==> config.mk <==
export PLATFORM = sky130hd
export DESIGN_NAME = hsl_to_rgb_converter
export DESIGN_NICKNAME = d
export VERILOG_FILES = /design/src/hsl_pkg.sv /design/src/hsl_ramp_lane.sv /design/src/hsl_to_rgb_converter.sv
export SDC_FILE = /design/constraint.sdc
export NUM_CORES = 2
export LEC_CHECK = 0
export BUFFER_PORTS_ARGS = -buffer_cell sky130_fd_sc_hd__buf_2
export CORE_ASPECT_RATIO = 0.75
export CORE_UTILIZATION = 30
export DETAILED_ROUTE_END_ITERATION = 7
export PLACE_DENSITY = 0.51
export REMOVE_ABC_BUFFERS = 1
export SKIP_LAST_GASP = 1
export SLEW_MARGIN = 0
export SYNTH_ARGS = -nofsm -noshare
export SYNTH_HDL_FRONTEND = slang
export SYNTH_SLANG_ARGS = --single-unit
==> constraint.sdc <==
create_clock -name clk -period 17.1 [get_ports clk]
set_input_delay 3.42 -clock clk [delete_from_list [all_inputs] [get_ports clk]]
set_output_delay 3.42 -clock clk [all_outputs]
set_load 0.02 [all_outputs]
==> src/hsl_pkg.sv <==
// ----------------------------------------------------------------------------
// hsl_pkg
// shared constants and types for the hsl to rgb converter pipeline
// ----------------------------------------------------------------------------
package hsl_pkg;

    // default number of fraction bits, one = 2**frac_bits
    localparam int DEF_FRAC_BITS = 16;

    // piece of the hue ramp that a channel falls on
    typedef enum logic [1:0] {
        SEG_RISE = 2'd0,
        SEG_TOP  = 2'd1,
        SEG_FALL = 2'd2,
        SEG_BASE = 2'd3
    } ramp_seg_t;

    // stage load enables handed from the top level to each lane
    typedef struct packed {
        logic s2;
        logic s3;
        logic s4;
    } pipe_en_t;

endpackage

==> src/hsl_ramp_lane.sv <==
// ----------------------------------------------------------------------------
// hsl_ramp_lane
// one color channel: hue segment and ramp factor, ramp product, final select
// ----------------------------------------------------------------------------
module hsl_ramp_lane #(
    parameter int FRAC_BITS = hsl_pkg::DEF_FRAC_BITS
) (
    input  logic                 clk,
    input  hsl_pkg::pipe_en_t    en,
    input  logic [FRAC_BITS-1:0] t,
    input  logic [FRAC_BITS:0]   qp_diff,
    input  logic [FRAC_BITS:0]   p,
    input  logic [FRAC_BITS:0]   q,
    output logic [FRAC_BITS:0]   chan
);
    import hsl_pkg::*;

    localparam int VW  = FRAC_BITS + 1;
    localparam int FW  = FRAC_BITS + 3;
    localparam int PRW = 2 * FRAC_BITS + 2;
    localparam int MW  = FRAC_BITS + 2;
    localparam int SW  = FRAC_BITS + 3;

    localparam logic [VW-1:0]        ONE        = {1'b1, {FRAC_BITS{1'b0}}};
    localparam logic [FRAC_BITS-1:0] SIXTH      = FRAC_BITS'((1 << FRAC_BITS) / 6);
    localparam logic [FRAC_BITS-1:0] HALF       = FRAC_BITS'(1) << (FRAC_BITS - 1);
    localparam logic [FRAC_BITS-1:0] TWO_THIRDS = FRAC_BITS'((2 * (1 << FRAC_BITS)) / 3);

    ramp_seg_t       seg2_reg, seg2_next;
    logic [VW-1:0]   fac2_reg, fac2_next;
    ramp_seg_t       seg3_reg;
    logic [MW-1:0]   prod3_reg, prod3_next;
    logic [VW-1:0]   chan_reg, chan_next;

    logic [FW-1:0]   rise_fac;
    logic [FW-1:0]   fall_fac;
    logic [PRW-1:0]  prod_full;
    logic [SW-1:0]   ramp_sum;
    logic [VW-1:0]   ramp_val;

    // segment and scale factor of the shifted hue
    always_comb
    begin
        rise_fac = FW'(t) * FW'(6);
        fall_fac = FW'(TWO_THIRDS - t) * FW'(6);
        if (t < SIXTH)
        begin
            seg2_next = SEG_RISE;
            fac2_next = rise_fac[VW-1:0];
        end
        else if (t < HALF)
        begin
            seg2_next = SEG_TOP;
            fac2_next = '0;
        end
        else if (t < TWO_THIRDS)
        begin
            seg2_next = SEG_FALL;
            fac2_next = fall_fac[VW-1:0];
        end
        else
        begin
            seg2_next = SEG_BASE;
            fac2_next = '0;
        end
    end

    // (q - p) times factor, truncated
    always_comb
    begin
        prod_full  = PRW'(qp_diff) * PRW'(fac2_reg);
        prod3_next = prod_full[PRW-1:FRAC_BITS];
    end

    always_comb
    begin
        ramp_sum = SW'(p) + SW'(prod3_reg);
        ramp_val = (ramp_sum > SW'(ONE)) ? ONE : ramp_sum[VW-1:0];
        case (seg3_reg)
            SEG_RISE: chan_next = ramp_val;
            SEG_FALL: chan_next = ramp_val;
            SEG_TOP:  chan_next = q;
            SEG_BASE: chan_next = p;
            default:  chan_next = p;
        endcase
    end

    always_ff @(posedge clk)
    begin
        if (en.s2)
        begin
            seg2_reg <= seg2_next;
            fac2_reg <= fac2_next;
        end
        if (en.s3)
        begin
            seg3_reg  <= seg2_reg;
            prod3_reg <= prod3_next;
        end
        if (en.s4)
        begin
            chan_reg <= chan_next;
        end
    end

    assign chan = chan_reg;

endmodule

==> src/hsl_to_rgb_converter.sv <==
// ----------------------------------------------------------------------------
// hsl_to_rgb_converter
// hsl plus alpha to rgb plus alpha, unsigned fixed point, four stage pipeline
// ----------------------------------------------------------------------------
//
//  channel | handshake           | payload
//  --------+---------------------+-----------------------------------------
//  in      | in_valid, in_ready  | hue, saturation, lightness, alpha_in
//  out     | out_valid, out_ready| red, green, blue, alpha_out
//
//  one beat per clock in steady state while out_ready stays high
//  the stages are: s1 l*s product, s2 q/p and hue segment,
//  s3 ramp products, s4 add, clamp and select into the output register
//  reset clears only the stage valid bits; data registers are not reset
//  a stall at out_ready freezes only the stages that hold a beat; empty
//  stages keep filling, so no beat is dropped or repeated
//
module hsl_to_rgb_converter #(
    parameter int FRAC_BITS = hsl_pkg::DEF_FRAC_BITS
) (
    input  logic                 clk,
    input  logic                 rst_n,
    // input beat
    input  logic                 in_valid,
    output logic                 in_ready,
    input  logic [FRAC_BITS-1:0] hue,
    input  logic [FRAC_BITS:0]   saturation,
    input  logic [FRAC_BITS:0]   lightness,
    input  logic [FRAC_BITS:0]   alpha_in,
    // output beat
    output logic                 out_valid,
    input  logic                 out_ready,
    output logic [FRAC_BITS:0]   red,
    output logic [FRAC_BITS:0]   green,
    output logic [FRAC_BITS:0]   blue,
    output logic [FRAC_BITS:0]   alpha_out
);
    import hsl_pkg::*;

    localparam int VW  = FRAC_BITS + 1;      // 0..one
    localparam int QW  = FRAC_BITS + 2;      // 0..2*one
    localparam int LSW = 2 * FRAC_BITS + 1;  // l*s product

    localparam logic [VW-1:0]        ONE   = {1'b1, {FRAC_BITS{1'b0}}};
    localparam logic [VW-1:0]        HALF  = VW'(1) << (FRAC_BITS - 1);
    localparam logic [FRAC_BITS-1:0] THIRD = FRAC_BITS'((1 << FRAC_BITS) / 3);

    // stage valid bits and load enables
    logic v1_reg, v2_reg, v3_reg, v4_reg;
    logic v1_next, v2_next, v3_next, v4_next;
    logic en1, en2, en3, en4;
    pipe_en_t lane_en;

    // stage 1: saturated inputs, l*s, shifted hues
    logic [VW-1:0]        s_sat, l_sat;
    logic [VW-1:0]        s1_reg, l1_reg;
    logic [LSW-1:0]       ls1_reg, ls1_next;
    logic [FRAC_BITS-1:0] hue_r1_reg, hue_r1_next;
    logic [FRAC_BITS-1:0] hue_g1_reg;
    logic [FRAC_BITS-1:0] hue_b1_reg, hue_b1_next;

    // stage 2: q, p and q - p
    logic [VW-1:0]        ls_hi;
    logic [QW-1:0]        q_raw, two_l, p_raw;
    logic [VW-1:0]        q2_reg, q2_next;
    logic [VW-1:0]        p2_reg, p2_next;
    logic [VW-1:0]        d2_reg, d2_next;

    // stage 3: p and q kept beside the ramp products
    logic [VW-1:0]        q3_reg, p3_reg;

    // alpha rides along untouched
    logic [VW-1:0]        a1_reg, a2_reg, a3_reg, a4_reg;

    // ------------------------------------------------------------------------
    // flow control: a stage loads when it is empty or its successor loads
    // ------------------------------------------------------------------------
    always_comb
    begin
        en4 = !v4_reg || out_ready;
        en3 = !v3_reg || en4;
        en2 = !v2_reg || en3;
        en1 = !v1_reg || en2;

        v1_next = en1 ? in_valid : v1_reg;
        v2_next = en2 ? v1_reg   : v2_reg;
        v3_next = en3 ? v2_reg   : v3_reg;
        v4_next = en4 ? v3_reg   : v4_reg;

        lane_en.s2 = en2;
        lane_en.s3 = en3;
        lane_en.s4 = en4;
    end

    assign in_ready  = en1;
    assign out_valid = v4_reg;

    always_ff @(posedge clk or negedge rst_n)
    begin
        if (!rst_n)
        begin
            v1_reg <= 1'b0;
            v2_reg <= 1'b0;
            v3_reg <= 1'b0;
            v4_reg <= 1'b0;
        end
        else
        begin
            v1_reg <= v1_next;
            v2_reg <= v2_next;
            v3_reg <= v3_next;
            v4_reg <= v4_next;
        end
    end

    // ------------------------------------------------------------------------
    // stage 1: clamp s and l to one, multiply, offset hue by a third turn
    // ------------------------------------------------------------------------
    always_comb
    begin
        s_sat       = (saturation > ONE) ? ONE : saturation;
        l_sat       = (lightness > ONE) ? ONE : lightness;
        ls1_next    = LSW'(s_sat) * LSW'(l_sat);
        // hue wraps modulo one turn through the natural field width
        hue_r1_next = hue + THIRD;
        hue_b1_next = hue - THIRD;
    end

    // ------------------------------------------------------------------------
    // stage 2: q = l + l*s below half, else l + s - l*s; p = 2l - q
    // zero saturation needs no special path: l*s is zero, so q = p = l
    // and every channel comes out equal to lightness
    // ------------------------------------------------------------------------
    always_comb
    begin
        ls_hi = ls1_reg[LSW-1:FRAC_BITS];
        if (l1_reg < HALF)
        begin
            q_raw = QW'(l1_reg) + QW'(ls_hi);
        end
        else
        begin
            q_raw = QW'(l1_reg) + QW'(s1_reg) - QW'(ls_hi);
        end
        q2_next = (q_raw > QW'(ONE)) ? ONE : q_raw[VW-1:0];

        two_l = QW'(l1_reg) << 1;
        p_raw = (two_l < QW'(q2_next)) ? '0 : two_l - QW'(q2_next);
        p2_next = (p_raw > QW'(ONE)) ? ONE : p_raw[VW-1:0];

        d2_next = (q2_next > p2_next) ? q2_next - p2_next : '0;
    end

    // ------------------------------------------------------------------------
    // payload registers, no reset
    // ------------------------------------------------------------------------
    always_ff @(posedge clk)
    begin
        if (en1)
        begin
            s1_reg     <= s_sat;
            l1_reg     <= l_sat;
            ls1_reg    <= ls1_next;
            hue_r1_reg <= hue_r1_next;
            hue_g1_reg <= hue;
            hue_b1_reg <= hue_b1_next;
            a1_reg     <= alpha_in;
        end
        if (en2)
        begin
            q2_reg <= q2_next;
            p2_reg <= p2_next;
            d2_reg <= d2_next;
            a2_reg <= a1_reg;
        end
        if (en3)
        begin
            q3_reg <= q2_reg;
            p3_reg <= p2_reg;
            a3_reg <= a2_reg;
        end
        if (en4)
        begin
            a4_reg <= a3_reg;
        end
    end

    // ------------------------------------------------------------------------
    // stages 2 to 4 of each channel: segment, product, select
    // ------------------------------------------------------------------------
    hsl_ramp_lane #(
        .FRAC_BITS (FRAC_BITS)
    ) u_lane_red (
        .clk     (clk),
        .en      (lane_en),
        .t       (hue_r1_reg),
        .qp_diff (d2_reg),
        .p       (p3_reg),
        .q       (q3_reg),
        .chan    (red)
    );

    hsl_ramp_lane #(
        .FRAC_BITS (FRAC_BITS)
    ) u_lane_green (
        .clk     (clk),
        .en      (lane_en),
        .t       (hue_g1_reg),
        .qp_diff (d2_reg),
        .p       (p3_reg),
        .q       (q3_reg),
        .chan    (green)
    );

    hsl_ramp_lane #(
        .FRAC_BITS (FRAC_BITS)
    ) u_lane_blue (
        .clk     (clk),
        .en      (lane_en),
        .t       (hue_b1_reg),
        .qp_diff (d2_reg),
        .p       (p3_reg),
        .q       (q3_reg),
        .chan    (blue)
    );

    assign alpha_out = a4_reg;

    // ------------------------------------------------------------------------
    // checks
    // ------------------------------------------------------------------------

    // an accepted beat always lands in stage 1
    a_accept_lands: assert property (@(posedge clk) disable iff (!rst_n)
        (in_valid && in_ready) |=> v1_reg)
        else $error("accepted beat missing from stage 1");

    // a stage 1 beat that cannot move on keeps its data
    a_s1_holds: assert property (@(posedge clk) disable iff (!rst_n)
        (v1_reg && !en2) |=> (v1_reg && $stable(ls1_reg) && $stable(hue_g1_reg)))
        else $error("stage 1 beat lost or changed under stall");

    // lightness lies between p and q, so q never falls below p
    a_q_above_p: assert property (@(posedge clk) disable iff (!rst_n)
        v2_reg |-> (q2_reg >= p2_reg))
        else $error("q below p in stage 2");

endmodule

---- Word level (Yosys, flattened, before mapping) ----
Cells that the tools add are included.
cells by class
  magnitude comparators ................... 19
  multipliers ............................. 10
  muxes and demuxes ....................... 27
  reductions and logical operators ........ 17
  add/subtract/negate cells ............... 13
  equal/unequal tests ..................... 9
operators with widths
  kind                                                                    count
  17-bit two-way mux                                                      16
  17-bit case mux with 3 select lines                                     3
  17-bit by 17-bit multiplier with 34-bit output                          3
  16-bit < comparator, second input constant                              6
  17-bit by 18-bit adder with 19-bit output                               3
  19-bit by 17-bit > comparator with 1-bit output, second input constant  3
  19-bit by 2-bit multiplier with 16-bit output, second input constant    3
  16-bit by 16-bit subtractor with 17-bit output, first input constant    3
  16-bit by 14-bit < comparator with 1-bit output, second input constant  3
  16-bit by 2-bit multiplier with 16-bit output, second input constant    3
  17-bit by 17-bit adder with 18-bit output                               2
  18-bit by 17-bit > comparator with 1-bit output, second input constant  2
  18-bit two-way mux                                                      2
  18-bit by 17-bit subtractor with 18-bit output                          2
  17-bit > comparator, second input constant                              2
  17-bit by 17-bit multiplier with 33-bit output                          1
  18-bit by 17-bit < comparator with 1-bit output                         1
  17-bit > comparator                                                     1
  17-bit by 16-bit < comparator with 1-bit output, second input constant  1
  17-bit subtractor                                                       1
  16-bit by 15-bit adder with 16-bit output, second input constant        1
  16-bit by 15-bit subtractor with 16-bit output, second input constant   1
  2-bit equality test, second input constant                              6
  2-bit OR reduction                                                      6
  other kinds (5)                                                         20
word-level totals
  word-level logic and storage cells ...... 135
  bits of input ports ..................... 71
  register bits after elaboration ......... 440
  output and inout bits ................... 70

---- Depth between registers and ports, before layout ----
  depth after elaboration ................. 10
  gate-level depth with buffers ........... 42
  mapped depth without buffers ............ 42

---- Modules after synthesis ----
A second synthesis with hierarchy kept.
second synthesis, totals
  cells, all modules ...................... 6419
  area, all modules ....................... 62048.3 sq um
modules (own cells, without submodules)
  module                        area each (sq um)  sequential area each (sq um)  instances  cells each
  hsl_to_rgb_converter          21893.5            7637.3                        1          2111
  hsl_ramp_lane (u_lane_blue)   13660.6            1651.6                        1          1480
  hsl_ramp_lane (u_lane_green)  13274.0            1651.6                        1          1423
  hsl_ramp_lane (u_lane_red)    13220.2            1651.6                        1          1405

---- Least setup slack after synthesis ----
OpenSTA, ideal clock, no wires.
  path type ............................... in2reg
  start point ............................. in saturation[3]
  end point ............................... reg ls1_reg[32] (data pin)
  setup time .............................. 0.260 ns
  required time ........................... 16.840 ns
  stages .................................. 29
  arrival ................................. 10.525 ns
  buffers on the path ..................... 2
  setup slack ............................. 6.316 ns
  cell sequence ........................... nor4_1 nand4_1 nand2_1 clkbuf_1 nand2_1 inv_1 buf_1 nand2_1 fa_1 inv_1 fa_1 inv_1 fa_1 fa_1 fa_1 inv_1 fa_1 ha_1 a2111oi_0 o211ai_1 a211oi_1 nor3_1 and2_1 o31a_1 o21ai_0 o2111ai_1 o311a_1 nor2_1 xnor2_1
on the way
  longest elaborated chain between the ends .. 3
RTL lines
  what                                            line                         text
  from (decl)                                     hsl_to_rgb_converter.sv:27   input logic [FRAC_BITS:0] saturation,
  17-bit > comparator                             hsl_to_rgb_converter.sv:121  s_sat = (saturation > ONE) ? ONE : saturation;
  17-bit two-way mux                              hsl_to_rgb_converter.sv:121
  net s_sat[13]                                   hsl_to_rgb_converter.sv:55   logic [VW-1:0] s_sat, l_sat;
  17-bit by 17-bit multiplier with 33-bit output  hsl_to_rgb_converter.sv:123  ls1_next = LSW'(s_sat) * LSW'(l_sat);
  net ls1_next[32]                                hsl_to_rgb_converter.sv:57   logic [LSW-1:0] ls1_reg, ls1_next;
  to (signal assigned)                            hsl_to_rgb_converter.sv:163  ls1_reg <= ls1_next;
  to (decl)                                       hsl_to_rgb_converter.sv:57
The timed path passes the listed nets, and every way through them passes these cells.
A chain may end at the register's enable or synchronous reset.

---- Final worst setup path ----
  start point ............................. in lightness[12]
  end point ............................... reg ls1_reg[32] (data pin)
on the way
  longest elaborated chain between the ends .. 3
RTL lines
  what                                                line                         text
  from (decl)                                         hsl_to_rgb_converter.sv:28   input logic [FRAC_BITS:0] lightness,
  17-bit > comparator                                 hsl_to_rgb_converter.sv:122  l_sat = (lightness > ONE) ? ONE : lightness;
  17-bit two-way mux (*)                              hsl_to_rgb_converter.sv:122
  17-bit by 17-bit multiplier with 33-bit output (*)  hsl_to_rgb_converter.sv:123
  net ls1_next[32]                                    hsl_to_rgb_converter.sv:57
Mark *: on every way through the listed nets, which the timed path passes. The rest lies on a longest branch.

==> impl_metrics.py <==
metrics = {
    "timing": {
        "rsz_0062_raised_after_global_routing": "no",
        "finalHoldViolCount": 0,
        "layout_worst_path_cycle_share": 0.7213,
        "worst_clock_skew_ns": 0.05632,
        "accumulated_negative_setup_slack_ns": 0,
        "final_report_setup_violation_count": 0,
        "worst_slew_margin_relative_to_its_limit": 0.2075,
        "achievable-frequency_mhz": 81.08,
        "worstMarginPinSlew_ns": 1.173,
        "final.setup.worst_slack_ns": 4.766,
        "timing_max_transition_violations_final": 0,
        "timing.final.crit_period_ns": 12.33,
    },
    "routing": {
        "mean_routed_wirelength_per_cell_um": 19.87,
        "vias": 43524,
        "firstDrtPassIters": 8,
        "post_drt_via_cell_ratio": 4.800,
        "drt_antenna_net_count": 0,
        "postRouteWirelength_um": 180100,
        "detail_route.iter0.violations": 3408,
        "drc": 0,
    },
    "finish": {
        "final_area_sq_um": 66250,
        "fillers": 20737,
        "area_delta_synth_final_pct": 8.783,
        "layout_nets": 8014,
        "layoutNonFillerInstCount": 9067,
        "multi_input_comb_area_sq_um": 42750,
        "footprint_of_the_flip_flops_and_latches_sq_um": 12590,
        "post_route_cells_drive_above_1_share": 0.05970,
    },
    "synth": {
        "area_share_of_the_leading_cell_type_in_the_synthesized_netlist": 0.2863,
        "number_of_enable_type_register_cells_in_the_synthesized_netlist": 416,
        "syn-cell-area_sq_um": 60900,
        "post_synth_num_cell_types": 77,
        "yosys_warnings": 0,
        "synth-seq-cells": 420,
        "post_synth_inst_count": 6358,
        "yosys_most_used_dff": "sky130_fd_sc_hd__edfxtp_1",
        "yosys.area.top_type": "sky130_fd_sc_hd__fa_1",
        "syn-mean-instance-area_sq_um": 9.578,
        "synth.top_cells.by_area": "sky130_fd_sc_hd__fa_1 (29%), sky130_fd_sc_hd__edfxtp_1 (21%), sky130_fd_sc_hd__ha_1 (15%), sky130_fd_sc_hd__inv_1 (7.6%), sky130_fd_sc_hd__nand2_1 (5.5%)",
        "ys_seq_area_frac": 0.2068,
        "synthArstFlopShare": 0.009524,
    },
    "global_routing": {
        "grt.overflow.total": 0,
        "groute.usage.overall": 0.1777,
        "grt_first_pass_wirelength_um": 275300,
        "grt_max_degree": 74,
        "antenna_found_initial": 10,
        "first_global_vias": 44454,
    },
    "place": {
        "preCtsSetupSlack_ns": 4.382,
        "routabilityCongestion": 0.9044,
        "placed_area_sq_um": 64410,
        "portBuffers": 140,
        "place.detailed.instances": 8963,
        "detailed_place_hpwl_um": 142700,
    },
    "clocking": {
        "clock_tree.root_cell": "sky130_fd_sc_hd__clkbuf_16",
        "clk_transition_reported_paths_ns": 0.06,
        "level_count_of_the_clock_h_tree": 2,
        "numCtsBuffers": 53,
        "cts_hold_buf": 0,
        "clkLatencyLatePin_ns": 0.71,
        "cts_max_path_buffers": 3,
        "cts_tree": "yes",
        "tritoncts_num_sinks": 420,
        "post_cts_buffers": 0,
        "post_cts_resized": 0,
    },
    "die": {
        "row_count": 142,
        "die_area_sq_um": 204800,
        "design.core.area_sq_um": 200800,
        "initial_utilization": 0.3033,
        "die_height_um": 392.2,
        "dieWidth_um": 522.2,
        "top_level_ports": 141,
    },
    "run_status": {
        "status": "complete, no violations",
    },
    "critical_path": {
        "critical_path.top_delay_family": "adder cells",
        "crit_buf_inv": 5,
        "worst_path_slowest_cell": "sky130_fd_sc_hd__a2111oi_0",
        "critical_path.max_fanout": 23,
        "worstSetupEndpointType": "flip-flop",
        "cp.arrival_ns": 12.74,
        "critPathKind": "in2reg",
        "largest_incremental_delay_on_the_critical_path_ns": 0.90,
        "crit_required_ns": 17.51,
        "cp-start-kind": "input pin",
        "crit_path_frequent_cell": "sky130_fd_sc_hd__fa_1",
    },
    "run": {
        "drv_cap": 0,
    },
    "min_path": {
        "min_path_type": "reg2reg",
    },
}
-- final timing paths --
check                      cells past startpoint           from     endpoint  slack [ns]
max                                           28  lightness[12]  ls1_reg[32]        4.77
min                                            0      a1_reg[8]    a2_reg[8]        0.41
max in group asynchronous                      1          rst_n       v3_reg       14.42
min in group asynchronous                      1          rst_n       v1_reg        2.56
max reg2reg                                   39      l1_reg[1]    d2_reg[2]        6.26
min reg2reg                                    0      a1_reg[8]    a2_reg[8]        0.41
-- metal layers --
metal,part of all wire,vias to the layer above,global-route usage
met5,0.000072,-,0
li1,-,20199,-
met1,0.50,21972,0.2687
met3,0.081,131,0.04230
met2,0.41,1220,0.2572
met4,0.014,2,0.02795
-- cells in the mapped netlist (49+ instances only) --
library cell and n:
sky130_fd_sc_hd__xnor2_1 216, sky130_fd_sc_hd__xor2_1 67, sky130_fd_sc_hd__a21oi_1 185, sky130_fd_sc_hd__and2_1 333, sky130_fd_sc_hd__ha_1 718, sky130_fd_sc_hd__nand2_1 891, sky130_fd_sc_hd__nor3_1 82, sky130_fd_sc_hd__o21ai_0 114
sky130_fd_sc_hd__nor2_1 244, sky130_fd_sc_hd__mux2_2 51, sky130_fd_sc_hd__fa_1 871, sky130_fd_sc_hd__edfxtp_1 416, sky130_fd_sc_hd__o21bai_1 49, sky130_fd_sc_hd__inv_1 1231, sky130_fd_sc_hd__o21a_1 68, sky130_fd_sc_hd__a21o_1 75
sky130_fd_sc_hd__clkbuf_1 234
-- metrics by stage --
| step | utilization | hold WS [ns] |
|---|---|---|
| finish | 0.3300 | 0.4136 |
| global route | 0.3299 | 0.4217 |
| CTS | 0.3299 | 0.4183 |
| detailed placement | 0.3208 | 0.4045 |
| global placement | 0.3208 | 0.4004 |
| floorplan | - | 0.4003 |
-- cells in the final DEF (no fill, tap or decap), types with 49 or more instances in the layout --
cell	instances
sky130_fd_sc_hd__fa_1	871
sky130_fd_sc_hd__mux2_2	51
sky130_fd_sc_hd__xnor2_1	216
sky130_fd_sc_hd__nand2_1	890
sky130_fd_sc_hd__edfxtp_1	416
sky130_fd_sc_hd__buf_2	140
sky130_fd_sc_hd__nor3_1	82
sky130_fd_sc_hd__and2_1	333
sky130_fd_sc_hd__ha_1	718
sky130_fd_sc_hd__nor2_1	244
sky130_fd_sc_hd__a21o_1	75
sky130_fd_sc_hd__o21ai_0	114
sky130_fd_sc_hd__o21bai_1	49
sky130_fd_sc_hd__inv_1	1230
sky130_fd_sc_hd__a21oi_1	185
sky130_fd_sc_hd__clkbuf_16	54
sky130_fd_sc_hd__xor2_1	67
sky130_fd_sc_hd__buf_4	52
sky130_fd_sc_hd__o21a_1	68
-- cells by family (layout without fill, tap and decap cells) --
| kind of cell | after synthesis | after routing | share of synthesized area |
|---|---|---|---|
| buffers and inverters | 1486 | 1527 | 0.09172 |
| flip-flops | 420 | 420 | 0.2068 |
| adder cells (fa/ha/maj) | 1589 | 1589 | 0.4339 |
| multiplexers | 64 | 64 | 0.01157 |
| AND/OR/NAND/NOR | 1792 | 1792 | 0.1355 |
| AO/OA/AOI/OAI | 724 | 724 | 0.07984 |
| XOR/XNOR | 283 | 283 | 0.04070 |
| other | 0 | 4 | 0 |
-- cell type report --
type,count,area share
clock buffers,60,0.02074
repair buffers,192,0.01647
diodes,4,0.0001511
inverters,1235,0.07001
multi-input cells,4452,0.6454
clock inverters,40,0.006856
well taps,2664,0.05032
flip-flops and latches,420,0.1901
Power is not shown: default switching activity piles up to over one toggle a cycle in this logic, so the estimate is an artifact.
